File: src/hw/rtl/csb_pkg.sv
package csb_pkg;

  localparam int MAX_SCREEN_COLS = 8192;
  localparam int MAX_SCREEN_ROWS = 4096;
  localparam int MAX_SPRITE_DIM  = 1024;

  localparam int IN_TDATA_W  = 72;
  localparam int OUT_TDATA_W = 96;
  localparam int CFG_INDEX_W = 1;
  localparam int CFG_DATA_W  = 14;

  localparam logic [7:0] PIX_TRANSPARENT = 8'd255;

  localparam logic signed [14:0] TRACK_LOW_INIT  = 15'sd10000;
  localparam logic signed [14:0] TRACK_HIGH_INIT = -15'sd10000;

  localparam logic REQ_COMMAND = 1'b0;
  localparam logic REQ_PIXEL   = 1'b1;

  localparam logic [CFG_INDEX_W-1:0] CFG_SCREEN_COLS = 1'b0;
  localparam logic [CFG_INDEX_W-1:0] CFG_SCREEN_ROWS = 1'b1;

  // Visible part of the current sprite, latched from a command.
  typedef struct packed {
    logic [12:0] dx;      // first visible destination column
    logic [11:0] dy;      // first visible destination row
    logic [10:0] sx;      // first visible source column
    logic [10:0] sy;      // first visible source row
    logic [10:0] w;       // visible width
    logic [10:0] h;       // visible height
    logic [10:0] height;  // source rows of the sprite
  } window_t;

endpackage

File: src/hw/rtl/clipped_sprite_blit.sv
// Clipped color-key sprite blitter. A command transfer (tuser 0) sets up a sprite, clipped
// against the screen size; pixel transfers (tuser 1) then stream in raster order and each
// gives one result transfer carrying an optional framebuffer write (result tuser 1), the
// end-of-blit mark on tlast and the running row and start-column extremes. Every input
// transfer, command or pixel, produces exactly one result in the next cycle. The block takes
// one item per cycle: all work sits between the input handshake and a single output
// register, and input ready drops only while that register holds a result not yet taken.
// Screen size registers are written on the cfg channel, which is always ready.
module clipped_sprite_blit (
  input  logic                                clk,
  input  logic                                rst,
  input  logic                                s_axis_tvalid,
  output logic                                s_axis_tready,
  // pos_x[13:0], pos_y[27:14], src_width[38:28], src_height[49:39], row_pitch[60:50],
  // mirror[61], pixel_value[69:62], zero fill [71:70]
  input  logic [csb_pkg::IN_TDATA_W-1:0]      s_axis_tdata,
  // req_type[0]
  input  logic                                s_axis_tuser,
  output logic                                m_axis_tvalid,
  input  logic                                m_axis_tready,
  // dest_col[12:0], dest_row[24:13], write_value[32:25], min_row_seen[47:33],
  // max_row_seen[62:48], min_col_seen[77:63], max_col_seen[92:78], zero fill [95:93]
  output logic [csb_pkg::OUT_TDATA_W-1:0]     m_axis_tdata,
  // write_valid[0]
  output logic                                m_axis_tuser,
  // blit_done
  output logic                                m_axis_tlast,
  input  logic                                cfg_valid,
  output logic                                cfg_ready,
  input  logic [csb_pkg::CFG_INDEX_W-1:0]     cfg_index,
  input  logic [csb_pkg::CFG_DATA_W-1:0]      cfg_data
);

  logic [13:0]        screen_cols;
  logic [12:0]        screen_rows;
  logic               clip_active;
  csb_pkg::window_t   clip_window;
  logic               mirror_flag;
  logic [10:0]        pitch_reg;
  logic [10:0]        src_col_count;
  logic [10:0]        src_row_count;
  logic signed [14:0] low_row_track;
  logic signed [14:0] high_row_track;
  logic signed [14:0] low_col_track;
  logic signed [14:0] high_col_track;
  logic signed [14:0] low_row_track_next;
  logic signed [14:0] high_row_track_next;
  logic signed [14:0] low_col_track_next;
  logic signed [14:0] high_col_track_next;

  logic               out_write;
  logic [12:0]        out_col;
  logic [11:0]        out_row;
  logic [7:0]         out_value;
  logic               out_done;

  logic               in_xfer;
  logic               cfg_xfer;
  logic               is_cmd;

  // Command decode and clipping.
  logic [13:0]        pos_x;
  logic [13:0]        pos_y;
  logic [10:0]        src_width;
  logic [10:0]        src_height;
  logic [10:0]        row_pitch;
  logic               mirror;
  logic [7:0]         pixel_value;
  logic [13:0]        scw;
  logic [12:0]        scr;
  logic [10:0]        width_sat;
  logic [10:0]        height_sat;
  logic [10:0]        pitch_eff;
  logic signed [15:0] x_ext, y_ext;
  logic signed [15:0] x_end, y_end;
  logic signed [15:0] scw_ext, scr_ext;
  logic signed [15:0] left, top, right, bottom;
  logic signed [15:0] span_w, span_h;
  logic signed [15:0] skip_x, skip_y;
  logic               cmd_ok;

  // Pixel path.
  logic [11:0]        rr;
  logic [11:0]        cc;
  logic               row_vis;
  logic               col_vis;
  logic [10:0]        w_m1;
  logic [10:0]        mcol;
  logic [11:0]        drow;
  logic [12:0]        dcol;
  logic [12:0]        scol;
  logic signed [14:0] drow_s;
  logic signed [14:0] scol_s;
  logic               pix_act;
  logic               row_start;
  logic               pix_write;
  logic               col_wrap;
  logic               row_last;

  assign s_axis_tready = !m_axis_tvalid || m_axis_tready;
  assign cfg_ready     = 1'b1;
  assign in_xfer       = s_axis_tvalid && s_axis_tready;
  assign cfg_xfer      = cfg_valid && cfg_ready;
  assign is_cmd        = (s_axis_tuser == csb_pkg::REQ_COMMAND);

  assign pos_x       = s_axis_tdata[13:0];
  assign pos_y       = s_axis_tdata[27:14];
  assign src_width   = s_axis_tdata[38:28];
  assign src_height  = s_axis_tdata[49:39];
  assign row_pitch   = s_axis_tdata[60:50];
  assign mirror      = s_axis_tdata[61];
  assign pixel_value = s_axis_tdata[69:62];

  always_comb begin
    scw = (screen_cols > 14'(csb_pkg::MAX_SCREEN_COLS)) ?
          14'(csb_pkg::MAX_SCREEN_COLS) : screen_cols;
    scr = (screen_rows > 13'(csb_pkg::MAX_SCREEN_ROWS)) ?
          13'(csb_pkg::MAX_SCREEN_ROWS) : screen_rows;
    width_sat  = (src_width > 11'(csb_pkg::MAX_SPRITE_DIM)) ?
                 11'(csb_pkg::MAX_SPRITE_DIM) : src_width;
    height_sat = (src_height > 11'(csb_pkg::MAX_SPRITE_DIM)) ?
                 11'(csb_pkg::MAX_SPRITE_DIM) : src_height;
    if (row_pitch == 11'd0) begin
      pitch_eff = width_sat;
    end else if (row_pitch > 11'(csb_pkg::MAX_SPRITE_DIM)) begin
      pitch_eff = 11'(csb_pkg::MAX_SPRITE_DIM);
    end else begin
      pitch_eff = row_pitch;
    end

    x_ext   = $signed({{2{pos_x[13]}}, pos_x});
    y_ext   = $signed({{2{pos_y[13]}}, pos_y});
    x_end   = x_ext + $signed({5'd0, width_sat});
    y_end   = y_ext + $signed({5'd0, height_sat});
    scw_ext = $signed({2'd0, scw});
    scr_ext = $signed({3'd0, scr});
    left    = pos_x[13] ? 16'sd0 : x_ext;
    top     = pos_y[13] ? 16'sd0 : y_ext;
    right   = (x_end < scw_ext) ? x_end : scw_ext;
    bottom  = (y_end < scr_ext) ? y_end : scr_ext;
    span_w  = right - left;
    span_h  = bottom - top;
    skip_x  = left - x_ext;
    skip_y  = top - y_ext;
    cmd_ok  = (span_w > 16'sd0) && (span_h > 16'sd0) && (pitch_eff != 11'd0);
  end

  always_comb begin
    rr      = {1'b0, src_row_count} - {1'b0, clip_window.sy};
    cc      = {1'b0, src_col_count} - {1'b0, clip_window.sx};
    row_vis = !rr[11] && (rr[10:0] < clip_window.h);
    col_vis = !cc[11] && (cc[10:0] < clip_window.w);
    w_m1    = clip_window.w - 11'd1;
    mcol    = mirror_flag ? (w_m1 - cc[10:0]) : cc[10:0];
    drow    = clip_window.dy + {1'b0, rr[10:0]};
    dcol    = clip_window.dx + {2'd0, mcol};
    // A mirrored row starts at its last visible column.
    scol    = clip_window.dx + (mirror_flag ? {2'd0, w_m1} : 13'd0);
    drow_s  = $signed({3'd0, drow});
    scol_s  = $signed({2'd0, scol});

    pix_act   = in_xfer && !is_cmd && clip_active;
    row_start = pix_act && row_vis && (src_col_count == 11'd0);
    pix_write = pix_act && row_vis && col_vis && (pixel_value != csb_pkg::PIX_TRANSPARENT);
    col_wrap  = ({1'b0, src_col_count} + 12'd1) >= {1'b0, pitch_reg};
    row_last  = ({1'b0, src_row_count} + 12'd1) >= {1'b0, clip_window.height};

    low_row_track_next  = low_row_track;
    high_row_track_next = high_row_track;
    low_col_track_next  = low_col_track;
    high_col_track_next = high_col_track;
    if (row_start) begin
      if (drow_s < low_row_track) begin
        low_row_track_next = drow_s;
      end
      if (drow_s > high_row_track) begin
        high_row_track_next = drow_s;
      end
      if (scol_s < low_col_track) begin
        low_col_track_next = scol_s;
      end
      if (scol_s > high_col_track) begin
        high_col_track_next = scol_s;
      end
    end
  end

  always_ff @(posedge clk) begin
    if (rst) begin
      screen_cols    <= 14'd200;
      screen_rows    <= 13'd200;
      clip_active    <= 1'b0;
      src_col_count  <= 11'd0;
      src_row_count  <= 11'd0;
      low_row_track  <= csb_pkg::TRACK_LOW_INIT;
      high_row_track <= csb_pkg::TRACK_HIGH_INIT;
      low_col_track  <= csb_pkg::TRACK_LOW_INIT;
      high_col_track <= csb_pkg::TRACK_HIGH_INIT;
      m_axis_tvalid  <= 1'b0;
    end else begin
      if (cfg_xfer) begin
        case (cfg_index)
          csb_pkg::CFG_SCREEN_COLS: screen_cols <= cfg_data;
          csb_pkg::CFG_SCREEN_ROWS: screen_rows <= cfg_data[12:0];
          default: ;
        endcase
      end
      if (in_xfer && is_cmd) begin
        clip_active   <= cmd_ok;
        src_col_count <= 11'd0;
        src_row_count <= 11'd0;
      end else if (pix_act) begin
        if (col_wrap) begin
          src_col_count <= 11'd0;
          if (row_last) begin
            clip_active   <= 1'b0;
            src_row_count <= 11'd0;
          end else begin
            src_row_count <= src_row_count + 11'd1;
          end
        end else begin
          src_col_count <= src_col_count + 11'd1;
        end
      end
      low_row_track  <= low_row_track_next;
      high_row_track <= high_row_track_next;
      low_col_track  <= low_col_track_next;
      high_col_track <= high_col_track_next;
      if (in_xfer) begin
        m_axis_tvalid <= 1'b1;
      end else if (m_axis_tready) begin
        m_axis_tvalid <= 1'b0;
      end
    end
  end

  always_ff @(posedge clk) begin
    if (in_xfer && is_cmd && cmd_ok) begin
      clip_window.dx     <= left[12:0];
      clip_window.dy     <= top[11:0];
      clip_window.sx     <= skip_x[10:0];
      clip_window.sy     <= skip_y[10:0];
      clip_window.w      <= span_w[10:0];
      clip_window.h      <= span_h[10:0];
      clip_window.height <= height_sat;
      mirror_flag        <= mirror;
      pitch_reg          <= pitch_eff;
    end
    if (in_xfer) begin
      out_write <= pix_write;
      out_col   <= pix_write ? dcol : 13'd0;
      out_row   <= pix_write ? drow : 12'd0;
      out_value <= pix_write ? pixel_value : 8'd0;
      out_done  <= pix_act && col_wrap && row_last;
    end
  end

  // The extremes only move on an input transfer, which cannot happen while a result waits.
  assign m_axis_tdata = {3'd0, high_col_track, low_col_track, high_row_track, low_row_track,
                         out_value, out_row, out_col};
  assign m_axis_tuser = out_write;
  assign m_axis_tlast = out_done;

  a_ready_only_when_full: assert property (@(posedge clk) disable iff (rst)
    !s_axis_tready |-> m_axis_tvalid)
    else $error("input stalled with empty output register");

  a_no_write_zero: assert property (@(posedge clk) disable iff (rst)
    (m_axis_tvalid && !m_axis_tuser) |-> (m_axis_tdata[32:0] == 33'd0))
    else $error("write fields nonzero without a write");

  a_done_ends_blit: assert property (@(posedge clk) disable iff (rst)
    (pix_act && col_wrap && row_last) |=> (!clip_active && src_row_count == 11'd0))
    else $error("blit still active after its last pixel");

  a_rows_ordered: assert property (@(posedge clk) disable iff (rst)
    (low_row_track != csb_pkg::TRACK_LOW_INIT) |-> (low_row_track <= high_row_track))
    else $error("row extremes out of order");

endmodule
File: config.mk
export PLATFORM = sky130hd
export DESIGN_NAME = clipped_sprite_blit
export DESIGN_NICKNAME = d
export VERILOG_FILES = /design/src/hw/rtl/csb_pkg.sv /design/src/hw/rtl/clipped_sprite_blit.sv
export SDC_FILE = /design/constraint.sdc
export NUM_CORES = 1
export LEC_CHECK = 0
export BUFFER_PORTS_ARGS = -buffer_cell sky130_fd_sc_hd__buf_2
export CAP_MARGIN = 10
export CORE_MARGIN = 2
export CORE_UTILIZATION = 60
export CTS_CLUSTER_SIZE = 24
export DETAILED_ROUTE_END_ITERATION = 16
export GPL_TIMING_DRIVEN = 0
export MAX_ROUTING_LAYER = met4
export PLACE_DENSITY_LB_ADDON = 0.05
export SETUP_SLACK_MARGIN = 0.05
export SYNTH_ARGS = -nofsm -noshare
export SYNTH_HDL_FRONTEND = slang
export SYNTH_SLANG_ARGS = --single-unit
File: constraint.sdc
create_clock -name clk -period 34 [get_ports clk]
set_clock_uncertainty 0.1 [all_clocks]
set_input_delay 3.4 -clock clk [delete_from_list [all_inputs] [get_ports clk]]
set_output_delay 3.4 -clock clk [all_outputs]
set_load 0.05 [all_outputs]
After elaboration in Yosys (flattened, before gate mapping)
Index checks and enable logic that the tools add are counted.
Widths: inputs -> output; s select.
{"block": "classes", "order_cmp": 17, "eq_ne": 1, "reduce_logical": 35, "n_addsub": 17, "n_bitwise": 2, "muxes": 20}
{"cell": "$mux 11", "count": 8}
{"cell": "$mux 13", "count": 3}
{"cell": "$gt 11x11->1 const B", "count": 3}
{"cell": "$sub 11x11->11", "count": 3}
{"cell": "$gt 16x1->1 const B", "count": 2}
{"cell": "$mux 16", "count": 2}
{"cell": "$sub 16x14->16", "count": 2}
{"cell": "$add 14x12->15", "count": 2}
{"cell": "$add 13x11->13", "count": 2}
{"cell": "$add 11x1->12 const B", "count": 2}
{"cell": "$ge 12x11->1", "count": 2}
{"cell": "$sub 11x11->12", "count": 2}
{"cell": "$add 11x1->11 const B", "count": 2}
{"cell": "$logic_not 11->1", "count": 2}
{"cell": "$lt 11x11->1", "count": 2}
{"cell": "$gt 13x15->1", "count": 1}
{"cell": "$gt 14x15->1", "count": 1}
{"cell": "$logic_and 1x1->1", "count": 15}
{"cell": "$lt 15x14->1", "count": 1}
{"cell": "$lt 15x15->1", "count": 1}
{"cell": "$gt 14x14->1 const B", "count": 1}
{"cell": "$lt 12x14->1", "count": 1}
{"cell": "$lt 13x14->1", "count": 1}
{"cell": "$mux 14", "count": 1}
{"cell": "other kinds (13)", "count": 30}
{"block": "word_totals", "inputBits": 93, "regBits": 233}

Logic depth before layout (Yosys ltp)
Gate-level depths: netlist of the first run.
{"block": "depth", "word_depth": 10, "mapped_depth": 35}

Least setup slack after synthesis of the first run
No wires, ideal clock.
{"block": "synth_timing", "path_kind": "in2reg", "start": "in s_axis_tdata[38] in the netlist's numbering", "end": "reg clip_window[0] in the netlist's numbering (enable)", "path_slack_ns": 17.588, "stages": 32, "arrival_time_ns": 15.656, "t_required_ns": 33.244, "setup_ns": 0.656, "cell_sequence": "clkbuf_1 nor2b_1 ha_1 fa_1 a21o_1 a21oi_1 o21ai_0 a21oi_1 o21bai_1 a21o_1 a21oi_1 nor3_1 or2_2 ha_1 a21boi_0 o21ai_0 or3b_2 ha_1 inv_1 clkbuf_1 nand2_1 o21ai_0 ha_1 or2_2 o221ai_1 a21oi_1 or4_1 a31oi_1 xnor2_1 a2111o_1 a2bb2oi_1 nor3_1"}
{"block": "synth_between", "elab_chain_len": 10, "word_cells_on_any_way": 12, "cone_classes": "add/sub (2); order compare (3); mux (3); reduce/logical (4)"}
{"element": "start: declaration", "line_no": "clipped_sprite_blit.sv:16", "source": "input logic [csb_pkg::IN_TDATA_W-1:0] s_axis_tdata,"}
{"element": "$gt 11x11->1", "line_no": "clipped_sprite_blit.sv:119", "source": "width_sat = (src_width > 11'(csb_pkg::MAX_SPRITE_DIM)) ?"}
{"element": "$mux 11 *", "line_no": "clipped_sprite_blit.sv:119"}
{"element": "$add 14x12->15", "line_no": "clipped_sprite_blit.sv:133", "source": "x_end = x_ext + $signed({5'd0, width_sat});"}
{"element": "$lt 15x15->1", "line_no": "clipped_sprite_blit.sv:139", "source": "right = (x_end < scw_ext) ? x_end : scw_ext;"}
{"element": "$mux 16", "line_no": "clipped_sprite_blit.sv:139"}
{"element": "$sub 16x14->16", "line_no": "clipped_sprite_blit.sv:141", "source": "span_w = right - left;"}
{"element": "$gt 16x1->1", "line_no": "clipped_sprite_blit.sv:145", "source": "cmd_ok = (span_w > 16'sd0) && (span_h > 16'sd0) && (pitch_eff != 11'd0);"}
{"element": "$logic_and 1x1->1", "line_no": "clipped_sprite_blit.sv:145"}
{"element": "$logic_and 1x1->1 *", "line_no": "clipped_sprite_blit.sv:145"}
{"element": "$logic_and 1x1->1 *", "line_no": "clipped_sprite_blit.sv:238", "source": "if (in_xfer && is_cmd && cmd_ok) begin"}
{"element": "end: declaration", "line_no": "clipped_sprite_blit.sv:37", "source": "csb_pkg::window_t clip_window;"}
Mark *: on every way between the ends. The rest lies on a longest branch, timed or not.
A chain may end at the register's enable or synchronous reset.

Worst setup path after layout of the first run
{"block": "layout_timing", "start": "in s_axis_tdata[49] in the netlist's numbering", "end": "reg clip_window[19] in the netlist's numbering (enable)"}
{"block": "layout_between", "elab_chain_len": 10}
{"element": "$gt 11x11->1 *", "line_no": "clipped_sprite_blit.sv:121", "source": "height_sat = (src_height > 11'(csb_pkg::MAX_SPRITE_DIM)) ?"}
{"element": "$mux 11 *", "line_no": "clipped_sprite_blit.sv:121"}
{"element": "via height_sat[0]", "line_no": "clipped_sprite_blit.sv:72", "source": "logic [10:0] height_sat;"}
{"element": "$add 14x12->15 *", "line_no": "clipped_sprite_blit.sv:134", "source": "y_end = y_ext + $signed({5'd0, height_sat});"}
{"element": "$lt 15x14->1", "line_no": "clipped_sprite_blit.sv:140", "source": "bottom = (y_end < scr_ext) ? y_end : scr_ext;"}
{"element": "$mux 16 *", "line_no": "clipped_sprite_blit.sv:140"}
{"element": "$sub 16x14->16 *", "line_no": "clipped_sprite_blit.sv:142", "source": "span_h = bottom - top;"}
{"element": "via span_h[8]", "line_no": "clipped_sprite_blit.sv:78", "source": "logic signed [15:0] span_w, span_h;"}
{"element": "$gt 16x1->1 *", "line_no": "clipped_sprite_blit.sv:145"}
{"element": "$logic_and 1x1->1 * (2 in a row)", "line_no": "clipped_sprite_blit.sv:145"}
{"element": "$logic_and 1x1->1 *", "line_no": "clipped_sprite_blit.sv:238"}
Mark *: on every way through the listed nets, which the timed path passes. The rest lies on a longest branch.

==> implementation parameters, run 1 <==
Parameter                              Value

Finish
  Biggest register ... clip_window
  Number of cells in the finished layout apart from fillers ... about 2.7k
  Filler Cells Inserted ... 2451
  Commonest non-fill, non-tap cell in the layout ... ha_1
  # nets final ... 2613
  Leading cell types in the layout, fill and taps excluded ... ha_1, nand2_1, inv_1
  Max reg flops ... 80
  Proportion of layout cells with a drive suffix above 1 ... 0.123
  Area overhead of the layout relative to synthesis ... 14.2%

Synth
  Fraction of post-synthesis cell area in the top cell type by area ... 0.213
  Number of flops mapped to enable cells by yosys ... 127
  Fraction of the yosys area taken by sequential cells ... 0.331
  Post-synthesis average cell area ... roughly 8.7 um2
  Post-synthesis register bit count ... around 230
  Cells taking the most area after synthesis ... edfxtp_1, ha_1, dfxtp_1
  Cells after synthesis ... 2045
  Cell accounting for the most synthesized area ... edfxtp_1
  Synthesis warning total ... 0
  Fraction of registers with async set or reset after synthesis ... 0
  Cell Area, Synth ... 0.0179 mm2
  Synth Flop Type ... edfxtp_1
  Netlist cell types ... between 70 and 80

Job
  Count of max-cap constraint violations ... 0

Drt
  First-iteration detailed-routing DRC count ... 1037
  DRC violations left ... 0
  Number of nets with antenna violations after routing ... 0
  Pre-antenna DRT Iters ... 5
  Wire length reported by the detailed router ... approximately 46000 um
  Count of vias placed by the detailed router ... 15.4k
  Vias/cell ... 5.72
  Routed wirelength normalized by instance count ... roughly 17 um

Outcome
  Status ... complete, no violations

STA
  Slew Limit Headroom ... 0.441
  Setup TNS after final layout ... 0 ns
  Min cycle time layout ... 11.94 ns
  Unrepaired setup endpoints after global routing ... no
  Slew at the pin with the worst max-slew slack ... 0.838 ns
  Final Setup Violations ... 0
  Final-report max-slew violation count ... 0
  Final hold violation count ... 0
  Peak clock frequency supported by timing ... 83.8 MHz
  Portion of the clock cycle consumed by the worst path in the final layout ... 0.351

CTS
  Maximum count of clock buffers along a single path ... 3
  # hold bufs at CTS ... 0
  Count of clock tree sinks ... 232
  Clock latency of the later-clocked register in the worst-skew pair ... ~0.55 ns
  CTS tree ... done
  Cells resized by post-CTS repair ... 0
  Setup repair bufs after CTS ... 0
  Number of H-tree branching levels ... 1
  Cell at the root of the clock tree ... clkbuf_16
  Clock buffer count from CTS ... 27
  Clock-pin slew reported for the worst setup and hold paths after clock tree synthesis ... 0.06 ns

Floorplan
  Row count ... 63
  Vert. Die Dim ... ~180 um
  I/O pin count ... ~190
  Total Die Area ... 0.0312 mm2
  Initial Utilization ... 0.606
  Width of the die ... 177 um
  Core region area ... between 0.02 and 0.03 mm2

Global routing
  Initial antenna violation count ... 0
  Total congestion overflow ... 0
  Number of global-route vias before repair ... 14.2k
  Largest net degree at the start of global routing ... 22
  Global Route Usage Sum ... 0.299
  Global-route wire length before repair ... 72400 um

Critical path
  Worst Path Required ... 34.20 ns
  Critical path peak fanout ... 14
  Data arrival time of the critical path ... 12.14 ns
  Slowest cell on the critical path ... or4_4
  Reg-to-reg slack, setup ... 25.89 ns
  Category of the critical setup timing path ... input port to flip-flop
  Critical Path Sink Type ... flip-flop
  Crit path largest cell delay ... approximately 0.56 ns
  Type of element launching the critical path ... input port

Pwr
  Worst IR Drop VDD ... about 0.042 mV
  Leakage power summed over all cells ... approximately 9.5 nW
  Comb pwr share ... 0.293
  Share of power burned in the clock network ... 0.355
  Internal power component ... 603 uW
  Pwr Density ... between 40 and 50 mW/mm2
  Sequential Power Share ... 0.352
  Switching Fraction ... 0.324
  Net switching power figure ... 289 uW

Placement
  Port-buffer cells ... 182
  # placed instances ... 2633
  Global placement routability congestion ... 0.935
  HPWL after DPL ... 37800 um

Hold path
  HP Class ... flip-flop to flip-flop
## cell usage after synthesis, types with 15 or more instances
master and number:
nor4_1 17, a21o_1 55, o21ai_0 87, ha_1 237
nor2b_1 51, nand3_1 41, o21bai_1 15, a21oi_1 134
edfxtp_1 127, clkbuf_1 43, xnor2_1 74, nand2b_1 29
dfxtp_1 105, inv_1 208, xor2_1 49, and2_1 43
a31oi_1 19, nor2_1 159, o21a_1 27, nor3_1 36
nand2_1 216, o211ai_1 23, mux2i_1 40
## per-stage QoR
stage	area, um2	setup slack [ns]	total power, mW	hold slack [ns]	utilization
6_report	20400	22.06	0.892	0.358	0.693
5_1_grt	20400	21.58	0.936	0.386	0.693
4_1_cts	20400	22.14	0.893	0.357	0.692
3_5_place_dp	19400	21.60	0.576	0.348	0.659
3_3_place_gp	19300	13.80	0.569	0.343	0.655
2_1_floorplan	17900	17.59	0.509	0.332	-
## cell type report
type | instances | area [um2] | area share
Multi-Input combinational cell | 1549 | 10900 | 0.535
Sequential cell | 232 | 5920 | 0.290
Timing Repair Buffer | 192 | 1030 | 0.0506
Inverter | 210 | 788 | 0.0386
Clock buffer | 28 | 701 | 0.0343
Tap cell | 390 | 488 | 0.0239
Clock inverter | 22 | 283 | 0.0138
Buffer | 61 | 277 | 0.0135
Antenna cell | 1 | 2.50 | 0.000123
## power by group through the flow
stage	combinational, mW	sequential (mW)	clock [mW]
after CTS	0.258	0.314	0.322
final	0.261	0.314	0.317
after detailed placement	0.256	0.320	0
after global routing	0.289	0.314	0.333
after global placement	0.248	0.321	0
after floorplan	0.183	0.326	0
## critical path: cells and delay by family
kind / cells / cell delay, ns
AND/OR/NAND/NOR: 9 / 2.20
XOR/XNOR: 2 / 0.38
adder cells (fa/ha/maj): 5 / 1.67
buffers and inverters: 9 / 1.75
AO/OA/AOI/OAI: 13 / 2.73
## worst paths after layout
check                                 startpoint  cells after the start               to
worst min register to register    screen_rows[4]                      2   screen_rows[4]
worst min-delay path              screen_rows[4]                      2   screen_rows[4]
worst max-delay path            s_axis_tdata[49]                     38  clip_window[19]
worst max register to register   screen_cols[13]                     30  clip_window[19]
## cells by family (layout without fill, tap and decap cells)
family / after synthesis / after routing / synth area share
compound gates: 460 / 460 / 0.167
xor+xnor: 123 / 123 / 0.0603
fa+ha+maj: 247 / 247 / 0.177
buf+inv: 271 / 513 / 0.0596
flops: 232 / 232 / 0.331
mux: 44 / 44 / 0.0249
other cells: 2 / 10 / 0.000420
simple gates: 666 / 666 / 0.180
## metal layers
metal  part of all wire  up-vias  global-route usage
li1                   -     7679                   -
met1               0.46     7094               0.414
met2               0.44      509               0.470
met3              0.072       75              0.0335
met4              0.025        0              0.0747
met5                  0        -                   -
Power figures use the tool's default switching activity.
==> inputs of run 2 (changes only) <==
--- a/config.mk
+++ b/config.mk
@@ -8,7 +8,7 @@
 export BUFFER_PORTS_ARGS = -buffer_cell sky130_fd_sc_hd__buf_2
 export CAP_MARGIN = 10
 export CORE_MARGIN = 2
-export CORE_UTILIZATION = 60
+export CORE_UTILIZATION = 55
 export CTS_CLUSTER_SIZE = 24
 export DETAILED_ROUTE_END_ITERATION = 16
 export GPL_TIMING_DRIVEN = 0
==> constraint.sdc (replaced) <==
create_clock -name clk -period 9.6 [get_ports clk]
set_clock_uncertainty 0.1 [all_clocks]
set_input_delay 0.96 -clock clk [delete_from_list [all_inputs] [get_ports clk]]
set_output_delay 0.96 -clock clk [all_outputs]
set_load 0.05 [all_outputs]
==> run 2 against run 1 <==
- clock power rose to 3.2 times the previous value
- worst setup slack lost 22 ns
- hold slack got worse by 0.0011 ns
- register-to-register slack got worse by 24 ns
- sequential power rose to 3.5 times the previous value
- critical path depth shrank 2
- final cell count rose by 1.6%
- power increased to 3.4 times the previous value
- utilization fell by 6.0 points
- via count shrank 1.2%
- count of clock-buffer cells in the layout increased by 8
- combinational power rose to 3.5 times the previous value
- critical path type unchanged
- largest cell class unchanged
- largest power group is now registers
==> implementation parameters, run 2 (synthesized netlist as in run 1, its figures left out) <==
Parameter                              Value

CTS
  Number of H-tree branching levels ... 1 (unchanged)
  Cell at the root of the clock tree ... clkbuf_16
  Count of clock tree sinks ... 232 (unchanged)
  CTS tree ... done
  # hold bufs at CTS ... 0 (unchanged)
  Clock-pin slew reported for the worst setup and hold paths after clock tree synthesis ... 0.06 ns (about the same)
  Clock latency of the later-clocked register in the worst-skew pair ... 0.55 ns (about the same)
  Clock buffer count from CTS ... 26 (-3.7%)
  Maximum count of clock buffers along a single path ... 3 (unchanged)

Pwr
  Switching Fraction ... 0.323 (-0.00152)
  Net switching power figure ... 977 uW (+240%)
  PnR Total Power ... 3.03 mW (+240%)
  Pwr Density ... 148 mW/mm2 (+240%)
  Comb pwr share ... 0.302 (+0.009)
  Share of power burned in the clock network ... 0.331 (-0.024)
  Worst IR Drop VDD ... 0.133 mV (+220%)
  Internal power component ... 2.05 mW (+240%)
  Sequential Power Share ... 0.367 (+0.015)
  Leakage power summed over all cells ... 9.47 nW (-0.24%)

Drt
  Pre-antenna DRT Iters ... 6 (+1)
  First-iteration detailed-routing DRC count ... 1019 (-1.7%)
  Number of nets with antenna violations after routing ... 0 (unchanged)
  Count of vias placed by the detailed router ... 15.2k (-1.2%)
  Vias/cell ... 5.56 (-2.8%)
  DRC violations left ... 0 (unchanged)
  Wire length reported by the detailed router ... 46400 um (+0.49%)
  Routed wirelength normalized by instance count ... 17.0 um (-1.1%)

Finish
  Area occupied by multi-input gates ... 0.0109 mm2 (+0.11%)
  Area overhead of the layout relative to synthesis ... 14.2% (about the same)
  Biggest register ... clip_window
  Max reg flops ... 80 (unchanged)
  # nets final ... 2607 (-0.23%)
  FF+latch area ... 0.00592 mm2 (unchanged)
  Leading cell types in the layout, fill and taps excluded ... ha_1, nand2_1, inv_1
  Number of cells in the finished layout apart from fillers ... 2729 (+1.6%)
  Filler Cells Inserted ... 2796 (+14%)
  Proportion of layout cells with a drive suffix above 1 ... 0.121 (-0.00225)
  Final design instance area without fill ... 0.0204 mm2 (about the same)
  Commonest non-fill, non-tap cell in the layout ... ha_1
  Utilization of the core after routing ... 0.632 (-0.0605)
  # diodes ... 0 (-1)

Global routing
  Largest net degree at the start of global routing ... 22 (unchanged)
  Number of global-route vias before repair ... 14.2k (+0.071%)
  Global-route wire length before repair ... 73600 um (+1.6%)
  Total congestion overflow ... 0 (unchanged)
  Initial antenna violation count ... 0 (unchanged)
  Global Route Usage Sum ... 0.280 (-0.0189)

STA
  Post-route worst hold slack ... 0.357 ns (-0.00108 ns)
  Final Setup Violations ... 0 (unchanged)
  Portion of the clock cycle consumed by the worst path in the final layout ... 0.943
  Final hold violation count ... 0 (unchanged)
  Slew Limit Headroom ... 0.263 (-0.178)
  Slew at the pin with the worst max-slew slack ... 1.09 ns (+0.254 ns)
  Setup TNS after final layout ... 0 ns (unchanged)
  Peak clock frequency supported by timing ... between 100 and 150 MHz
  Min cycle time layout ... 9.05 ns
  Final-report max-slew violation count ... 0 (unchanged)
  Setup ws final ... 0.550 ns (-21.51 ns)
  Unrepaired setup endpoints after global routing ... no

Floorplan
  Core region area ... 0.0323 mm2 (+9.5%)
  Initial Utilization ... 0.554 (-0.0527)
  Width of the die ... 184 um (+4.3%)
  Total Die Area ... 0.0340 mm2 (+8.9%)
  Vert. Die Dim ... 184 um (+4.3%)
  Row count ... 66 (+4.8%)
  I/O pin count ... 194 (unchanged)

Critical path
  Critical path peak fanout ... 19 (+5)
  Crit path launch ... s_axis_tdata[49]
  Reg-to-reg slack, setup ... 2.15 ns (-23.74 ns)
  Worst Setup EP ... clip_window[19]
  Critical Path Sink Type ... flip-flop
  Crit path largest cell delay ... 0.57 ns (about the same)
  Crit-path most repeated cell ... ha_1
  Number of cells traversed by the worst register-to-register path ... 30 (unchanged)
  Reg2reg end ... clip_window[19]
  Slowest cell on the critical path ... or4b_4
  Worst Path Required ... 9.79 ns (-24.41 ns)
  Data arrival time of the critical path ... 9.24 ns (-2.90 ns)
  Reg2Reg Launch Point ... screen_cols[13]
  Category of the critical setup timing path ... input port to flip-flop
  Type of element launching the critical path ... input port

Placement
  Worst setup slack after placement ... -0.382 ns (-21.98 ns)
  # placed instances ... 2682 (+1.9%)
  HPWL after DPL ... 38200 um (+1.0%)
  Global placement routability congestion ... 0.947 (+1.3%)
  Port-buffer cells ... 182 (unchanged)
  Placed cell areas ... 0.0195 mm2 (+0.57%)

Outcome
  Status ... complete, no violations

Hold path
  HP Class ... flip-flop to flip-flop

Job
  Count of max-cap constraint violations ... 0 (unchanged)
-- run 2: changes by cell type in the layout (fill, tap and decap cells not counted), sizes merged, moves of 3 or more --
cell,before,now
bufinv,5,1
buf,209,206
clkinv,7,10
clkbuf,72,78
inv,215,210
clkinvlp,5,1
-- run 2: worst min path at each step --
stage,start,endpoint,slack [ns],depth (start not counted)
finish,screen_rows[2],screen_rows[2],0.36,2
global route,screen_rows[2],screen_rows[2],0.39,2
CTS,screen_rows[2],screen_rows[2],0.36,2
detailed placement,screen_rows[2],screen_rows[2],0.35,2
global placement,screen_rows[1],screen_rows[1],0.35,2
floorplan,screen_rows[1],screen_rows[1],0.33,2
-- run 2: layer usage --
| metal | vias to the layer above | share of wire | track usage |
|---|---|---|---|
| li1 | 7645 | - | - |
| met1 | 7038 | 0.48 | 0.395 |
| met2 | 423 | 0.44 | 0.438 |
| met3 | 67 | 0.054 | 0.0279 |
| met4 | 0 | 0.020 | 0.0595 |
| met5 | - | 0 | - |
-- run 2: critical path: cells and delay by family --
| kind | cells | cell delay [ns] |
|---|---|---|
| xor gates and xnor gates | 1 | 0.18 |
| buffers and inverters | 7 | 1.55 |
| and+or+nand+nor | 9 | 1.84 |
| AOI/OAI and AO/OA | 14 | 3.01 |
| adders and majority gates | 5 | 1.67 |
-- run 2: what timing repair did --
| action | in CTS | in global routing |
|---|---|---|
| resized for setup | 0 | 1 |
| setup buffers | 0 | 0 |
| endpoints found under the setup margin | 0 | 48 |
-- run 2: layout make-up --
class / count / share of cell area
plain buffers: 60 / 0.0136
well taps: 442 / 0.0271
multi-input cells: 1549 / 0.536
clock buffers: 36 / 0.0378
inverters: 210 / 0.0386
clock inverters: 12 / 0.00484
flip-flops and latches: 232 / 0.290
repair buffers: 188 / 0.0521
-- run 2: power groups by stage --
stage | clock network [mW] | registers, mW | logic, mW
floorplan | 0 | 1.15 | 0.650
global placement | 0 | 1.13 | 0.873
global route | 1.06 | 1.11 | 1.02
CTS | 1.02 | 1.11 | 0.907
detailed placement | 0 | 1.13 | 0.901
finish | 1.00 | 1.11 | 0.913
==> inputs of run 3 (changes only) <==
--- a/config.mk
+++ b/config.mk
@@ -13,7 +13,7 @@
 export DETAILED_ROUTE_END_ITERATION = 16
 export GPL_TIMING_DRIVEN = 0
 export MAX_ROUTING_LAYER = met4
-export PLACE_DENSITY_LB_ADDON = 0.05
+export PLACE_DENSITY = 0.89
 export SETUP_SLACK_MARGIN = 0.05
 export SYNTH_ARGS = -nofsm -noshare
 export SYNTH_HDL_FRONTEND = slang
==> run 3 against run 2 <==
- non-clock buffer count up 1
- clock power is 13% higher
- sequential power is essentially flat
- sequential cell count unchanged
- die area is the same
- worst setup slack improved by 0.12 ns
- first-iteration DRC count increased by 27%
- via count rose by 5.7%
- combinational power grew 2%
- critical path depth increased by 1
- wire length grew 5.5%
- fmax grew 1.3%
==> implementation parameters, run 3 (synthesized netlist as in run 1, its figures left out) <==
Parameter                              Value

Outcome
  Status ... complete, no violations

Placement
  Global placement routability congestion ... 0.978 (+3.3%)
  HPWL after DPL ... 39100 um (+2.5%)
  Worst setup slack after placement ... -0.269 ns (+0.113 ns)
  Port-buffer cells ... 182 (unchanged)

Finish
  Leading cell types in the layout, fill and taps excluded ... ha_1, nand2_1, inv_1
  Utilization of the core after routing ... 0.635 (+0.00333)
  Max reg flops ... 80 (unchanged)
  Area overhead of the layout relative to synthesis ... 14.8%
  Proportion of layout cells with a drive suffix above 1 ... 0.124 (+0.00366)
  # nets final ... 2610 (+0.12%)
  Biggest register ... clip_window
  Commonest non-fill, non-tap cell in the layout ... ha_1

STA
  Min cycle time layout ... 8.93 ns (-0.116 ns)
  Slew at the pin with the worst max-slew slack ... 1.16 ns (+0.0704 ns)
  Portion of the clock cycle consumed by the worst path in the final layout ... 0.931 (-0.0121)
  Unrepaired setup endpoints after global routing ... no
  Final hold violation count ... 0 (unchanged)
  Setup ws final ... 0.666 ns (+0.116 ns)
  Final-report max-slew violation count ... 0 (unchanged)
  Final Setup Violations ... 0 (unchanged)
  Post-route worst hold slack ... 0.367 ns (+0.0100 ns)
  Peak clock frequency supported by timing ... 112 MHz (+1.3%)
  Slew Limit Headroom ... 0.215 (-0.0475)
  Setup TNS after final layout ... 0 ns (unchanged)

Global routing
  Global Route Usage Sum ... 0.290 (+0.0105)
  Number of global-route vias before repair ... 15.4k (+8.7%)
  Total congestion overflow ... 0 (unchanged)
  Global-route wire length before repair ... 76800 um (+4.3%)
  Initial antenna violation count ... 1 (+1)
  Largest net degree at the start of global routing ... 37 (+68%)

Pwr
  Pwr Density ... 155 mW/mm2 (+4.3%)
  Leakage power summed over all cells ... 9.52 nW (+0.60%)
  Worst IR Drop VDD ... 0.151 mV (+13%)

CTS
  Cell at the root of the clock tree ... clkbuf_16
  Clock buffer count from CTS ... 28 (+7.7%)
  Number of H-tree branching levels ... 1 (unchanged)
  Maximum count of clock buffers along a single path ... 3 (unchanged)
  Clock-pin slew reported for the worst setup and hold paths after clock tree synthesis ... 0.06 ns (about the same)
  Clock latency of the later-clocked register in the worst-skew pair ... 0.56 ns (about the same)
  Count of clock tree sinks ... 232 (unchanged)
  CTS tree ... done

Floorplan
  Total Die Area ... 0.0340 mm2 (unchanged)
  I/O pin count ... 194 (unchanged)
  Vert. Die Dim ... 184 um (unchanged)
  Width of the die ... 184 um (unchanged)
  Core region area ... 0.0323 mm2 (unchanged)
  Initial Utilization ... 0.554 (unchanged)
  Row count ... 66 (unchanged)

Critical path
  Slowest cell on the critical path ... or4b_4
  Type of element launching the critical path ... input port
  Critical Path Sink Type ... flip-flop
  Data arrival time of the critical path ... 9.14 ns (-0.10 ns)
  Critical path peak fanout ... 22 (+3)
  Crit-path most repeated cell ... ha_1
  Largest delay contributor family on the critical path ... compound AO/OA/AOI/OAI gates
  Reg2Reg Launch Point ... screen_cols[13]
  Critical path buffers and inverters ... 8 (+1)
  Category of the critical setup timing path ... input port to flip-flop
  Crit path launch ... s_axis_tdata[49]
  Worst Path Required ... 9.81 ns (+0.02 ns)
  Crit path largest cell delay ... 0.56 ns (about the same)

Drt
  Count of vias placed by the detailed router ... 16.0k (+5.7%)
  Wire length reported by the detailed router ... 48900 um (+5.5%)
  DRC violations left ... 0 (unchanged)
  Number of nets with antenna violations after routing ... 0 (unchanged)
  Pre-antenna DRT Iters ... 8 (+2)
  First-iteration detailed-routing DRC count ... 1294 (+27%)
  Vias/cell ... 5.86 (+5.4%)
  Routed wirelength normalized by instance count ... 17.9 um (+5.3%)

Hold path
  HP Class ... flip-flop to flip-flop
  Source of the worst hold timing path ... screen_rows[2]

Job
  Count of max-cap constraint violations ... 0 (unchanged)
[run 3: what timing repair did]
| item | in CTS | in global routing |
|---|---|---|
| setup buffers | 0 | 1 |
| setup endpoints to repair | 0 | 62 |
| hold buffers | 0 | 0 |
| gates resized for setup | 0 | 3 |
[run 3: layout make-up]
type | count | area (um2)
repair buffers | 188 | 1030
plain buffers | 61 | 283
inverters | 210 | 788
clock inverters | 15 | 153
clock buffers | 37 | 850
fillers | 2583 | 11800
well taps | 442 | 553
flip-flops and latches | 232 | 5920
multi-input cells | 1549 | 10900
diodes | 1 | 2.50
[run 3: where the power goes]
part / internal (mW) / total, mW / switching, mW
Sequential: 1.10 / 1.11 / 0.0148
Combinational: 0.365 / 0.931 / 0.567
Clock: 0.680 / 1.13 / 0.451
[run 3: path summary, 6_finish.rpt]
check                     to  slack (ns)  cells after the start
min           screen_rows[2]        0.37                      2
max reg2reg  clip_window[71]        2.19                     30
max          clip_window[71]        0.67                     37
min reg2reg   screen_rows[2]        0.37                      2
[run 3: tightest hold or removal path, stage by stage, from the launching register on]
cell	delay, ns
dfxtp_1	0.31
nand2_1	0.05
a21oi_1	0.05
[run 3: metrics by stage]
| step | area [um2] | total power [mW] | cells |
|---|---|---|---|
| 3_3_place_gp | 19400 | 1.99 | 2676 |
| 3_5_place_dp | 19500 | 2.04 | 2681 |
| 5_1_grt | 20500 | 3.31 | 2735 |
| 6_report | 20500 | 3.17 | 2735 |
| 2_1_floorplan | 17900 | 1.80 | 2052 |
| 4_1_cts | 20500 | 3.16 | 2733 |
[run 3: layer usage]
layer,track usage,vias up,share of wire
li1,-,7667,-
met1,0.364,7540,0.42
met2,0.484,697,0.48
met3,0.0279,127,0.066
met4,0.116,0,0.040
met5,-,-,0
